==> src/rtl/hsf_pkg.sv <==
// Shared constants and types for the scaled HMM forward block.
package hsf_pkg;

  localparam int unsigned PFB   = 15;           // fraction bits of a probability
  localparam int unsigned PW    = 16;           // probability field width
  localparam int unsigned PRODW = 2 * PW;       // product of two probabilities
  localparam int unsigned ACCW  = PRODW + 2;    // sum of up to four products
  localparam logic [PW-1:0] ONE = PW'(1) << PFB;

  localparam int unsigned LOGW  = 24;
  localparam int unsigned SUMW  = 48;
  localparam int unsigned LOGFB = 16;           // fraction bits of a log
  localparam logic [31:0] LN2_Q32 = 32'd2977044472;
  localparam logic signed [LOGW-1:0] LOG_MIN = {1'b1, {(LOGW-1){1'b0}}};
  localparam logic signed [SUMW-1:0] SUM_MIN = {1'b1, {(SUMW-1){1'b0}}};
  localparam logic signed [SUMW-1:0] SUM_MAX = {1'b0, {(SUMW-1){1'b1}}};

  localparam logic [1:0] OP_LOAD_TRANS = 2'd0;
  localparam logic [1:0] OP_LOAD_EQ    = 2'd1;
  localparam logic [1:0] OP_SITE       = 2'd2;

  typedef struct packed {
    logic          ld_en;
    logic [1:0]    ld_row;
    logic [PW-1:0] ld_val;
    logic          acc_clr;
    logic          mac_en;
    logic          emit_en;
    logic          div_start;
    logic          div_step;
  } lane_ctl_t;

  function automatic logic [PW-1:0] clamp_one(input logic [PW-1:0] v);
    clamp_one = (v > ONE) ? ONE : v;
  endfunction

endpackage

==> src/rtl/hsf_log.sv <==
// Iterative natural log of the site scale, Q.16, by repeated squaring.
module hsf_log (
  input  logic                             clk_i,
  input  logic                             rst_ni,
  input  logic                             start_i,
  input  logic [hsf_pkg::PW-1:0]           scale_i,
  output logic                             busy_o,
  output logic signed [hsf_pkg::LOGW-1:0]  log_o
);
  logic        busy_q, mul_q;
  logic [3:0]  cnt_q;
  logic [31:0] m_q;
  logic [hsf_pkg::LOGFB-1:0] frac_q;
  logic [3:0]  p_q, p;
  logic [63:0] sq;
  logic [32:0] t;
  logic [19:0] neg_l2;
  logic [51:0] mag;
  logic signed [hsf_pkg::LOGW-1:0] log_q;

  always_comb begin
    p = '0;
    for (int i = 0; i < hsf_pkg::PW; i++) if (scale_i[i]) p = 4'(i);
  end

  assign sq     = m_q * m_q;
  assign t      = sq[63:31];
  assign neg_l2 = {4'(4'(hsf_pkg::PFB) - p_q), 16'd0} - {4'd0, frac_q};
  assign mag    = neg_l2 * hsf_pkg::LN2_Q32;

  always_ff @(posedge clk_i or negedge rst_ni) begin
    if (!rst_ni) begin
      busy_q <= 1'b0;
      mul_q  <= 1'b0;
      cnt_q  <= '0;
    end else if (start_i) begin
      busy_q <= 1'b1;
      mul_q  <= 1'b0;
      cnt_q  <= '0;
    end else if (busy_q && !mul_q) begin
      cnt_q <= cnt_q + 4'd1;
      if (cnt_q == 4'd15) mul_q <= 1'b1;
    end else if (mul_q) begin
      mul_q  <= 1'b0;
      busy_q <= 1'b0;
    end
  end

  always_ff @(posedge clk_i) begin
    if (start_i) begin
      p_q    <= p;
      m_q    <= 32'({16'd0, scale_i} << (5'd31 - {1'b0, p}));
      frac_q <= '0;
    end else if (busy_q && !mul_q) begin
      // square, renormalize to [1,2) and shift the overflow into the fraction
      if (t[32]) begin
        m_q    <= t[32:1];
        frac_q <= {frac_q[hsf_pkg::LOGFB-2:0], 1'b1};
      end else begin
        m_q    <= t[31:0];
        frac_q <= {frac_q[hsf_pkg::LOGFB-2:0], 1'b0};
      end
    end else if (mul_q) begin
      log_q <= -$signed({4'd0, mag[51:32]});
    end
  end

  assign busy_o = busy_q;
  assign log_o  = log_q;
endmodule

==> config.mk <==
export PLATFORM = sky130hd
export DESIGN_NAME = hsf_log
export DESIGN_NICKNAME = d
export VERILOG_FILES = /design/src/rtl/hsf_pkg.sv /design/src/rtl/hsf_log.sv
export SDC_FILE = /design/constraint.sdc
export NUM_CORES = 2
export LEC_CHECK = 0
export BUFFER_PORTS_ARGS = -buffer_cell sky130_fd_sc_hd__buf_2
export CAP_MARGIN = 40
export CORE_MARGIN = 2
export CORE_UTILIZATION = 30
export DETAILED_ROUTE_END_ITERATION = 6
export HOLD_SLACK_MARGIN = 0.08
export PLACE_DENSITY = 0.51
export SLEW_MARGIN = 0
export SYNTH_ARGS = -nofsm -noshare
export SYNTH_HDL_FRONTEND = slang
export SYNTH_SLANG_ARGS = --single-unit
export TNS_END_PERCENT = 5
==> constraint.sdc <==
create_clock -name clk_i -period 10.7 [get_ports clk_i]
set_input_delay 0.535 -clock clk_i [delete_from_list [all_inputs] [get_ports clk_i]]
set_output_delay 0.535 -clock clk_i [all_outputs]
set_load 0.1 [all_outputs]
* Word level (Yosys, flattened, before mapping)
Index checks and enable logic that the tools add are counted.
Operators by class: $add $sub $neg 5, $mul 2, equal/unequal tests 3, shift-type cells 1, muxes and demuxes 27, bitwise logic cells 2, reductions and logical operators 6
Operators with widths (count):
- 32-bit 2-to-1 mux | 3
- 32-bit by 32-bit multiplier with 64-bit output | 1
- 4-bit 2-to-1 mux | 15
- 20-bit by 29-bit multiplier with 49-bit output, second input constant | 1
- 16-bit by 5-bit << shifter with 32-bit output | 1
- 20-bit negation with 24-bit output | 1
- 20-bit by 16-bit subtractor with 20-bit output | 1
- 1-bit 2-to-1 mux | 8
- 5-bit by 4-bit subtractor with 5-bit output, first input constant | 1
- 4-bit by 1-bit adder with 4-bit output, second input constant | 1
- 4-bit equality test, second input constant | 1
- 2-bit nonzero test | 2
- 4-bit subtractor, first input constant | 1
- 3-bit by 2-bit != test with 1-bit output, second input constant | 1
- 3-bit AND reduction | 1
- 2-bit 2-to-1 mux | 1
- 2-bit != test, second input constant | 1
- 1-bit NOT | 2
- 2-bit AND reduction | 1
- 1-bit logical AND | 1
- 1-bit zero test | 1
Storage, ports and cells: register bits 82, input port bits 19, logic and storage cells 53

* Logic depth before layout (Yosys ltp)
depth in word-level cells 18, mapped depth 38, mapped depth without buffers 38

* Least setup slack after synthesis
OpenSTA, ideal clock, no wires.
path kind flip-flop to flip-flop, start point register frac_q[0] (netlist name), end point register log_q (netlist bit log_o[19]) (data pin), library setup time 266 ps, arrival 8799 ps, slack 1635 ps, cell stages (with the launch flop) 35, buffers on the path 0, clock period less this slack 9065 ps, cell sequence dfxtp_1 > inv_1 > ha_1 > nand2_1 > nor3_1 > nand2_1 > and3_1 > xnor2_1 > inv_1 > ha_1 > inv_1 > ha_1 > or2_2 > inv_1 > fa_1 > inv_1 > fa_1 > inv_1 > fa_1 > fa_1 > inv_1 > fa_1 > fa_1 > ha_1 > or2_0 > nor3b_1 > a31o_2 > or2_1 > or3_1 > a222oi_1 > and4_4 > nand4_4 > mux2i_1 > a211oi_2 > xnor2_1
On the way: word-level cells in the longest chain between the ends 3
RTL lines:
- start, declared | RTL line hsf_log.sv:13 | logic [hsf_pkg::LOGFB-1:0] frac_q;
- start signal, assigned | RTL line hsf_log.sv:58 | frac_q <= {frac_q[hsf_pkg::LOGFB-2:0], 1'b1};
- start signal, assigned | RTL line hsf_log.sv:61 | frac_q <= {frac_q[hsf_pkg::LOGFB-2:0], 1'b0};
- 20-bit by 16-bit subtractor with 20-bit output | RTL line hsf_log.sv:28 | assign neg_l2 = {4'(4'(hsf_pkg::PFB) - p_q), 16'd0} - {4'd0, frac_q};
- 20-bit by 29-bit multiplier with 49-bit output | RTL line hsf_log.sv:29 | assign mag = neg_l2 * hsf_pkg::LN2_Q32;
- 20-bit negation with 24-bit output | RTL line hsf_log.sv:64 | log_q <= -$signed({4'd0, mag[51:32]});
- end signal, assigned | RTL line hsf_log.sv:64
- end, declared | RTL line hsf_log.sv:19 | logic signed [hsf_pkg::LOGW-1:0] log_q;
No other way between the ends. A chain may end at the register's enable or synchronous reset.

* Final worst setup path
start point register frac_q[0] (netlist name), end point register log_q (netlist bit log_o[19]) (data pin)
On the way: word-level cells in the longest chain between the ends 3
RTL lines:
- 20-bit by 16-bit subtractor with 20-bit output | RTL line hsf_log.sv:28
- 20-bit by 29-bit multiplier with 49-bit output | RTL line hsf_log.sv:29
- via mag[32] | RTL line hsf_log.sv:18 | logic [51:0] mag;
- 20-bit negation with 24-bit output | RTL line hsf_log.sv:64
The timed path passes the listed nets, and every way through them passes these cells.

==> impl_results.md <==
* Outcome: completed
* Setup violators final at 0
* Overall routing resource usage at roughly 17%
* Worst Setup Start Kind: flip-flop
* Vias in the first global route at between 30,000 and 40,000
* CTS Buffer Depth at 2
* Hold WC Path Type: reg -> reg
* CTS Hold Bufs at 1
* Setup total negative slack at 0 ns
* CTS sink count at between 80 and 90
* Worst path required time at approximately 11 ns
* Cts repair resizes at 0
* Worst r2r src: frac_q[0]
* Post-synth EDFFs at 60
* Initial Util at roughly 30%
* Port-buffer cells at 43
* Reg2reg end: log_o[19]
* Drt wl/cell at around 19 µm
* RePlAce Congestion at a little under 0.9
* Final period util at approximately 92%
* Fin nets at ~6,200
* Final Max Slew Viols at 0
* Later-pin clock latency in the skew report at 0.40 ns
* Fin Clk Skew at 0.01841 ns
* Synthesized flop and latch total at 82
* Fmax at roughly 100 MHz
* Endpoint, Worst Hold: frac_q[15]
* Num CTS Buffers at 9
* Die Span Y at 384.8 µm
* CP peak stage delay at around 0.70 ns
* CTS tree: built
* Core ar. at between 0.1 and 0.15 mm²
* Max-cap violation count at 0
* Initial antenna violation count at 10
* Yosys warns at 0
* Mapped Avg Cell Area at 9.348 µm²
* Most frequent cell after synthesis: inv_1
* Layout cells sized above 1 at around 4.7%
* RSZ-0062 raised after global routing: no
* HPWL after DPL at 104,800 µm
* Async set or reset register ratio after synthesis at under 10%
* Root Driver: clkbuf_16
* CTS H-tree depth at 3
* Via Count at around 31,000
* Top FF cell, synth: edfxtp_1
* Kind of critical path: reg -> reg
* Area Growth Syn to Fin at 7.073%
* Worst r2r path cells at 32
* Slew @ Worst Pin at 0.8803 ns
* DRC Markers at 0
* Mapped Area at between 0.04 and 0.05 mm²
* Die area at 0.1481 mm²
* Post-synth cell types at 108
* R2r setup slk at roughly 0.9 ns
* Post-synth top cells: inv_1, fa_1, ha_1
* Fin. Hold Viols at 0
* DR vias/cell at between 4 and 5
* Final core occ at 32.38%
* Synthesized instance count at 4,653
* Min-Delay Startpoint: frac_q[15]
* CTS clk-pin slew, worst paths at ~0.090 ns
* Post-layout minimum cycle time at between 9 and 10 ns
* Syn_nets at 6,185
* Post-synth top area share at around 46%
* Crit. End Element: flip-flop
* CP max stage cell: fa_1
* Final antenna-violating net count at 0
* Hold_ws at between 0.4 and 0.5 ns
* Largest net degree at the start of global routing at between 40 and 50
* Top cells by area, synth: fa_1, ha_1, inv_1, edfxtp_1, nand2_1
* Initial drt markers at roughly 1,700
* Die Span X at around 380 µm
* Fill cell count at 15,070
* N_diodes at 0
* Critical path peak fanout at 15
* First-pass GRT wire length at slightly below 200,000 µm
* Worst relative slew slack at approximately two fifths
* Post-synthesis sequential area ratio at ~5.2%
* Post-CTS Setup Inserts at 0
* Io pins at between 40 and 50
* Final WL at about 120,000 µm
* Synth area leader: fa_1
* Worst Path Arrival at roughly 10 ns
* Worst Hold Depth at 2
* FP Rows at 139
* Drt pass-1 iters at 5
* Overflow after GRT at 0
## through the flow
step,setup slack (ns),instances,area [µm²]
after CTS,0.8849,6565,46570
after global placement,1.091,6539,46140
after detailed placement,0.9007,6548,46240
final,0.8843,6565,46570
after global routing,0.1213,6565,46570
after floorplan,1.635,4653,43500
## how the worst max path moves through the flow
stage | slack (ns) | startpoint | end | depth (start not counted)
after floorplan | 1.63 | frac_q[0] | log_o[19] | 34
after global placement | 1.09 | frac_q[0] | log_o[19] | 32
after detailed placement | 0.90 | frac_q[0] | log_o[19] | 32
after CTS | 0.88 | frac_q[0] | log_o[19] | 32
after global routing | 0.12 | frac_q[2] | log_o[19] | 30
final | 0.88 | frac_q[0] | log_o[19] | 32
## cell usage in the layout, fill, tap and decap left out, types with 20 or more instances in the layout
master	synthesis	layout
o21ai_0	73	73
nor2_1	161	161
nor2b_1	21	20
nor3_1	29	29
inv_1	1303	1303
nand3_1	40	40
ha_1	509	509
edfxtp_1	60	60
buf_2	4	46
nand2_1	406	406
a21oi_1	133	133
a21o_1	53	53
nand4_1	31	31
mux2i_1	30	30
and2_1	207	207
o21bai_1	20	20
xnor2_1	53	53
buf_4	1	87
xor2_1	40	40
fa_1	1004	1004
## routing by layer
layer | vias to the layer above | GRT usage [%] | routed length (µm)
li1 | 14100 | - | -
met1 | 15770 | 24.06 | 55950
met2 | 605 | 28.04 | 57620
met3 | 91 | 2.349 | 6423
met4 | 0 | 2.546 | 1584
met5 | - | 0 | 0
## worst max-delay path: cells and delay by family (launching register included)
kind	cells	cell delay [ns]
fa+ha+maj	8	4.02
buf+inv	9	1.12
compound gates	4	1.17
flops	1	0.30
xor+xnor	3	0.86
simple gates	7	1.92
mux	1	0.17
## cell families (layout without fill, tap and decap cells)
logic type                 count (synthesis)  after routing  share of synthesized area [%]
adders and majority gates               1513           1513                          60.85
buffers and inverters                   1460           1469                          12.71
and+or+nand+nor                         1006           1006                          11.28
AOI/OAI and AO/OA                        461            461                          7.160
xor gates and xnor gates                  93             93                          1.873
DFF                                       82             82                          5.224
muxes                                     37             37                         0.8975
other                                      1              1                       0.008621
## area by class of cell
type                    instances  area [µm²]  area share, %
repair buffers                137       963.4          2.069
well taps                    1903        2381          5.112
flip-flops and latches         82        2272          4.879
clock buffers                  11       275.3         0.5910
inverters                    1316        4940          10.61
clock inverters                 5       43.79        0.09403
multi-input cells            3111       35700          76.65
## registers in the layout, summed over array words and instances (netlist names)
register and flops:
frac_q 16, log_o 24, m_q 32, mul_q 1, p_q 4, cnt_q 4, busy_o 1
Power is left out: the tool's default activity adds up to more than one toggle a clock period on the data nets, which glitch-free logic cannot reach.
