<file path="config.mk">
export PLATFORM = sky130hd
export DESIGN_NAME = hsf_lane
export DESIGN_NICKNAME = d
export VERILOG_FILES = /design/src/rtl/hsf_pkg.sv /design/src/rtl/hsf_lane.sv
export SDC_FILE = /design/constraint.sdc
export NUM_CORES = 2
export LEC_CHECK = 0
export CELL_PAD_IN_SITES_DETAIL_PLACEMENT = 0
export CELL_PAD_IN_SITES_GLOBAL_PLACEMENT = 1
export CORE_UTILIZATION = 25
export CTS_BUF_LIST = sky130_fd_sc_hd__clkbuf_8 sky130_fd_sc_hd__clkbuf_16
export DETAILED_ROUTE_END_ITERATION = 8
export DONT_BUFFER_PORTS = 1
export HOLD_SLACK_MARGIN = 0.1
export PLACE_DENSITY_LB_ADDON = 0.2
export SLEW_MARGIN = 20
export SYNTH_ARGS = -nofsm -noshare
export SYNTH_HDL_FRONTEND = slang
export SYNTH_SLANG_ARGS = --single-unit
</file>
<file path="constraint.sdc">
create_clock -name clk_i -period 19.3 [get_ports clk_i]
set_clock_uncertainty 0.05 [all_clocks]
set_input_delay 3.86 -clock clk_i [delete_from_list [all_inputs] [get_ports clk_i]]
set_output_delay 3.86 -clock clk_i [all_outputs]
set_load 0.05 [all_outputs]
</file>
<file path="src/rtl/hsf_pkg.sv">
// Shared constants and types for the scaled HMM forward block.
package hsf_pkg;

  localparam int unsigned PFB   = 15;           // fraction bits of a probability
  localparam int unsigned PW    = 16;           // probability field width
  localparam int unsigned PRODW = 2 * PW;       // product of two probabilities
  localparam int unsigned ACCW  = PRODW + 2;    // sum of up to four products
  localparam logic [PW-1:0] ONE = PW'(1) << PFB;

  localparam int unsigned LOGW  = 24;
  localparam int unsigned SUMW  = 48;
  localparam int unsigned LOGFB = 16;           // fraction bits of a log
  localparam logic [31:0] LN2_Q32 = 32'd2977044472;
  localparam logic signed [LOGW-1:0] LOG_MIN = {1'b1, {(LOGW-1){1'b0}}};
  localparam logic signed [SUMW-1:0] SUM_MIN = {1'b1, {(SUMW-1){1'b0}}};
  localparam logic signed [SUMW-1:0] SUM_MAX = {1'b0, {(SUMW-1){1'b1}}};

  localparam logic [1:0] OP_LOAD_TRANS = 2'd0;
  localparam logic [1:0] OP_LOAD_EQ    = 2'd1;
  localparam logic [1:0] OP_SITE       = 2'd2;

  typedef struct packed {
    logic          ld_en;
    logic [1:0]    ld_row;
    logic [PW-1:0] ld_val;
    logic          acc_clr;
    logic          mac_en;
    logic          emit_en;
    logic          div_start;
    logic          div_step;
  } lane_ctl_t;

  function automatic logic [PW-1:0] clamp_one(input logic [PW-1:0] v);
    clamp_one = (v > ONE) ? ONE : v;
  endfunction

endpackage

</file>
<file path="src/rtl/hsf_lane.sv">
// One state lane: transition column, predict MAC, emission product, divider.
module hsf_lane #(
  parameter int unsigned STATES = 4
) (
  input  logic                              clk_i,
  input  logic                              rst_ni,
  input  hsf_pkg::lane_ctl_t                ctl_i,
  input  logic [$clog2(STATES)-1:0]         k_i,
  input  logic [hsf_pkg::PW-1:0]            v_i,
  input  logic [hsf_pkg::PW-1:0]            emit_i,
  input  logic [hsf_pkg::PW-1:0]            scale_i,
  output logic [hsf_pkg::PW-1:0]            tmp_o,
  output logic [hsf_pkg::PW-1:0]            lik_o
);
  localparam int unsigned KW = $clog2(STATES);

  logic [hsf_pkg::PW-1:0]   col_q [STATES];
  logic [hsf_pkg::ACCW-1:0] acc_q, acc_d;
  logic [hsf_pkg::PW-1:0]   tmp_q, rem_q, quo_q, pred;
  logic                     sat_q;
  logic [hsf_pkg::PRODW-1:0] prod, eprod;
  logic [hsf_pkg::PW:0]     rem2;
  logic [hsf_pkg::ACCW-hsf_pkg::PFB-1:0] acc_sh;

  always_ff @(posedge clk_i or negedge rst_ni) begin
    if (!rst_ni) begin
      for (int i = 0; i < STATES; i++) col_q[i] <= '0;
    end else if (ctl_i.ld_en) begin
      col_q[ctl_i.ld_row[KW-1:0]] <= ctl_i.ld_val;
    end
  end

  assign prod   = col_q[k_i] * v_i;
  assign acc_d  = acc_q + hsf_pkg::ACCW'(prod);
  assign acc_sh = acc_q[hsf_pkg::ACCW-1:hsf_pkg::PFB];
  assign pred   = (acc_sh > (hsf_pkg::ACCW-hsf_pkg::PFB)'(hsf_pkg::ONE)) ?
                  hsf_pkg::ONE : acc_sh[hsf_pkg::PW-1:0];
  assign eprod  = emit_i * pred;
  assign rem2   = {rem_q, 1'b0};

  always_ff @(posedge clk_i) begin
    if (ctl_i.acc_clr) acc_q <= '0;
    else if (ctl_i.mac_en) acc_q <= acc_d;
    if (ctl_i.emit_en) tmp_q <= eprod[hsf_pkg::PFB +: hsf_pkg::PW];
    if (ctl_i.div_start) begin
      sat_q <= (tmp_q >= scale_i);
      rem_q <= tmp_q;
      quo_q <= '0;
    end else if (ctl_i.div_step) begin
      // restoring step: shift in one quotient bit
      if (rem2 >= {1'b0, scale_i}) begin
        rem_q <= hsf_pkg::PW'(rem2 - {1'b0, scale_i});
        quo_q <= {quo_q[hsf_pkg::PW-2:0], 1'b1};
      end else begin
        rem_q <= rem2[hsf_pkg::PW-1:0];
        quo_q <= {quo_q[hsf_pkg::PW-2:0], 1'b0};
      end
    end
  end

  assign tmp_o = tmp_q;
  assign lik_o = sat_q ? hsf_pkg::ONE : quo_q;
endmodule

</file>
# After elaboration in Yosys (flattened, before gate mapping)
# Index checks and enable logic that the tools add are counted.
dict set report op_classes {
  add_sub_neg 2
  mux 12
  n_mul 2
  n_reduce_logical 2
  n_lt_le_gt_ge 6
  bitwise_logic 2
}
# op n
set op_table {}
lappend op_table {{$mux 16} 8}
lappend op_table {{$bwmux 64} 1}
lappend op_table {{$add 34x32->34} 1}
lappend op_table {{$bmux 16 s2} 1}
lappend op_table {{$demux 16 s2} 1}
lappend op_table {{$mul 16x16->32} 1}
lappend op_table {{$mul 16x16->31} 1}
lappend op_table {{$gt 19x16->1 const B} 1}
lappend op_table {{$ge 17x16->1} 1}
lappend op_table {{$ge 16x16->1} 1}
lappend op_table {{$sub 16x16->16} 1}
lappend op_table {{$ge 3x3->1 const B} 2}
lappend op_table {{$not 2->3} 2}
lappend op_table {{$lt 3x1->1 const B} 1}
lappend op_table {{$reduce_bool 2->1} 1}
lappend op_table {{$logic_and 1x1->1} 1}
lappend op_table {{$mux 1} 1}
dict set report word_totals {
  word_cells 35
  inputBits 76
  out_inout_bits 32
  register_bits 147
}

# Longest topological paths before layout
dict set report depth {
  ltp_word 6
  mapped_depth 27
  ltp_nobuf 25
}

# Worst setup path after synthesis
# No wires, ideal clock.
dict set report synth_timing {
  path_kind {in2reg}
  from {input k_i[0]}
  to {register acc_q[26] in the netlist's numbering}
  slack_ns 8.489
  setup_time_ns 0.116
  t_required_ns 19.134
  stages 25
  arrival_time_ns 10.646
  path_buffers 3
  cell_sequence {buf_2 -> buf_1 -> mux4_2 -> clkbuf_1 -> nand2_1 -> fa_1 -> inv_1 -> fa_1 -> inv_1 -> fa_1 -> inv_1 -> fa_1 -> inv_1 -> fa_1 -> inv_1 -> fa_1 -> ha_1 -> a21o_1 -> a2111oi_2 -> o31a_1 -> o31a_1 -> o31ai_1 -> o41ai_1 -> mux2_1 -> a31o_1}
}
dict set report synth_between {
  elab_chain_cells 6
}
# element line_no
set synth_rtl {}
lappend synth_rtl {{start: declaration} hsf_lane.sv:8} ;# input logic [$clog2(STATES)-1:0] k_i,
lappend synth_rtl {{$not 2->3 (implied by the code)} hsf_lane.sv:33} ;# assign prod = col_q[k_i] * v_i;
lappend synth_rtl {{$bmux 16 s2} hsf_lane.sv:33}
lappend synth_rtl {{$mux 16 (implied by the code) (2 in series)} hsf_lane.sv:33}
lappend synth_rtl {{$mul 16x16->32} hsf_lane.sv:33}
lappend synth_rtl {{$add 34x32->34} hsf_lane.sv:34} ;# assign acc_d = acc_q + hsf_pkg::ACCW'(prod);
lappend synth_rtl {{end signal: assignment} hsf_lane.sv:42} ;# if (ctl_i.acc_clr) acc_q <= '0;
lappend synth_rtl {{end signal: assignment} hsf_lane.sv:43} ;# else if (ctl_i.mac_en) acc_q <= acc_d;
lappend synth_rtl {{end: declaration} hsf_lane.sv:18} ;# logic [hsf_pkg::ACCW-1:0] acc_q, acc_d;
# No other way between the ends. The select of a mux whose other input is x is not followed.
# A chain may end at the register's enable or synchronous reset.

# Final worst setup path
# Ends and elaborated chain as after synthesis.

==> flow_metrics.env <==
export IMPL_grt_pass1_wl_um=110000
export IMPL_fin_tns_setup_ns=0
export IMPL_critPathMaxFanout=16
export IMPL_crit_family="adder cells"
export IMPL_grt_max_degree=115
export IMPL_dp_hpwl_um=54900
export IMPL_drc=0
export IMPL_routedWlPerCell_um=18.1
export IMPL_fp_dieW_um=316
export IMPL_row_count=114
export IMPL_dr_pass1_iters=5
export IMPL_synthTopCellsByCount="inv_1, fa_1, nand2_1"
export IMPL_routed_via_density=4.47
export IMPL_crit_buf_inv=5
export IMPL_first_global_vias=18806
export IMPL_finalMaxSlewViolations=0
export IMPL_ctsResizeCount=0
export IMPL_boundaryPins=108
export IMPL_antenna_found_initial=0
export IMPL_synth_edf_count=33
export IMPL_cpMostUsedCell="fa_1"
export IMPL_hold_class="reg2reg"
export IMPL_yosys_area_top_type="fa_1"
export IMPL_track_usage_pct=14.5
export IMPL_yosys_top_cells_area="fa_1, ha_1, inv_1"
export IMPL_relSlewSlack_pct=31.6
export IMPL_io_buffers=0
export IMPL_core_area_mm2=0.0973
export IMPL_status="completed"
export IMPL_netlist_area_mm2=0.0247
export IMPL_path_cells="mux4_2 > nand2_1 > fa_1 > inv_1 > fa_1 > inv_1 > fa_1 > inv_1 > fa_1 > inv_1 > fa_1 > inv_1 > fa_1 > ha_1 > a21o_1 > a2111oi_2 > o31a_1 > o31a_1 > o31ai_1 > o41ai_1 > mux2_1 > a31o_1"
export IMPL_drive_gt1_share_pct=5.88
export IMPL_synth_most_common_cell="inv_1"
export IMPL_final_seq_area_mm2=0.00359
export IMPL_path_class="in2reg"
export IMPL_fp_dieArea_mm2=0.100
export IMPL_cp_arrival_ns=10.29
export IMPL_rsz0062_at_grt="false"
export IMPL_finalHoldViolations=0
export IMPL_cts_buffers=17
export IMPL_slowest_stage="mux4_2"
export IMPL_synthFlopType="dfrtp_1"
export IMPL_period_share_pct=51.6
export IMPL_area_growth_pct=7.48
export IMPL_start_util_pct=25.4
export IMPL_h_tree_depth=4
export IMPL_cpPeakStageDelay_ns=0.59
export IMPL_overflow=0
export IMPL_multi_input_area_mm2=0.0186
export IMPL_cap_violations=0
export IMPL_finalSetupViolations=0
export IMPL_avgSynthCellArea_um2=9.41
export IMPL_clock_fmax_mhz=100
export IMPL_netlist_cell_type_count=85
export IMPL_clk_latency_ns=0.49
export IMPL_yosysTopAreaCellShare_pct=34.0
export IMPL_placed_cells=3797
export IMPL_ys_seq_elements=147
export IMPL_fin_nets=3271
export IMPL_die_y_um=316
export IMPL_synthCells=2621
export IMPL_cp_data_required_time_ns=19.63
export IMPL_worst_setup_path_end_kind="register"
export IMPL_cts_buffer_depth=2
export IMPL_cts_sinks=147
export IMPL_synth_async_reset_ratio_pct=43.5
export IMPL_final_cells=3833
export IMPL_fin_crit_ns=9.96
export IMPL_worst_pin_slew_ns=1.02
export IMPL_seq_area_frac_synth_pct=14.6
export IMPL_clkTransAtPathRegs_ns=0.07
export IMPL_gp_congestion=0.805
export IMPL_cts_setup_buffers=0
export IMPL_synth_nets=3352
export IMPL_vias=17145
export IMPL_first_iter_violations=783
export IMPL_startpoint_type="input pin"
export IMPL_cts_tree="yes"
export IMPL_antenna_left=0
export IMPL_fillCellCount=10485
export IMPL_clockRootBuffer="clkbuf_16"
export IMPL_synth_warnings=0
export IMPL_holdBufCountCts=0
export IMPL_drt_total_wl_um=69500
## state kept, by name, indices dropped and copies added, names as in the netlist
signal / flops
sat_q: 1
rem_q: 16
quo_q: 16
tmp_o: 16
acc_q: 34
col_q: 64
## final cells by class
type	instances	area share (%)
clock buffers	18	1.70
clock inverters	14	0.514
diodes	4	0.0377
repair buffers	7	0.198
flip-flops and latches	147	13.6
inverters	544	7.70
well taps	1276	6.02
multi-input cells	1823	70.3
## worst min-delay path, cell delays in order (launching register included)
cell      delay [ns]
dfxtp_1         0.32
nor2_1          0.08
a211oi_1        0.04
## stage by stage
stage | setup slack [ns] | utilization, % | hold slack [ns] | area [µm²]
after floorplan | 8.49 | - | 0.402 | 24700
after global placement | 8.85 | 26.6 | 0.414 | 25900
final | 9.34 | 27.3 | 0.438 | 26500
after global routing | 9.04 | 27.2 | 0.463 | 26500
after detailed placement | 8.81 | 26.6 | 0.423 | 25900
after CTS | 9.35 | 27.2 | 0.435 | 26500
## logic make-up (layout without fill, tap and decap cells)
group	count (synthesis)	in the layout	synth area share (%)
compound gates	208	208	5.87
buf+inv	651	583	10.0
other cells	0	4	0
simple gates	787	787	15.6
fa+ha+maj	655	655	46.0
xor+xnor	51	51	1.81
mux	122	122	6.10
flops	147	147	14.6
## final timing paths
| kind | from | to | slack, ns | cells after the start |
|---|---|---|---|---|
| setup / recovery | k_i[0] | acc_q[26]$_SDFFE_PP0P_ | 9.34 | 22 |
| hold / removal | acc_q[4]$_SDFFE_PP0P_ | acc_q[4]$_SDFFE_PP0P_ | 0.44 | 2 |
| setup reg to reg | acc_q[29]$_SDFFE_PP0P_ | tmp_o[10]$_DFFE_PP_ | 10.56 | 26 |
| hold reg to reg | acc_q[4]$_SDFFE_PP0P_ | acc_q[4]$_SDFFE_PP0P_ | 0.44 | 2 |
| max in group asynchronous | rst_ni | col_q[6]$_DFFE_PN0P_ | 16.03 | 0 |
| min in group asynchronous | rst_ni | col_q[10]$_DFFE_PN0P_ | 3.03 | 0 |
## placed cells by master, fill, tap and decap left out, drive strengths merged, types with 5 or more instances in the layout
cell	synthesis	final
o21ai	30	30
and3	103	103
dfrtp	64	64
a21oi	77	77
or3	8	8
and2	125	125
clkbuf	102	18
nor3	20	20
mux2i	39	39
ha	236	236
xnor2	35	35
nand3	31	31
o21a	6	6
buf	5	7
nand2	339	339
a21o	30	30
a211oi	5	5
mux4	16	16
inv	543	547
dfxtp	50	50
a31oi	6	6
xor2	16	16
nor4	5	5
nand2b	10	10
mux2	67	67
clkinv	1	6
o311ai	5	5
nor2	84	84
nor3b	5	5
o31a	5	5
nor2b	26	26
nand4	13	13
fa	419	419
o22ai	5	5
edfxtp	33	33
## routing by layer
metal  part of all wire [%]  track usage [%]
met1                     47             18.9
met2                     49             25.1
met5                      0                0
met3                    3.5             2.45
met4                   0.84             2.84
Power is left out: the tool's default activity adds up to more than one toggle a clock period on the data nets, which glitch-free logic cannot reach.
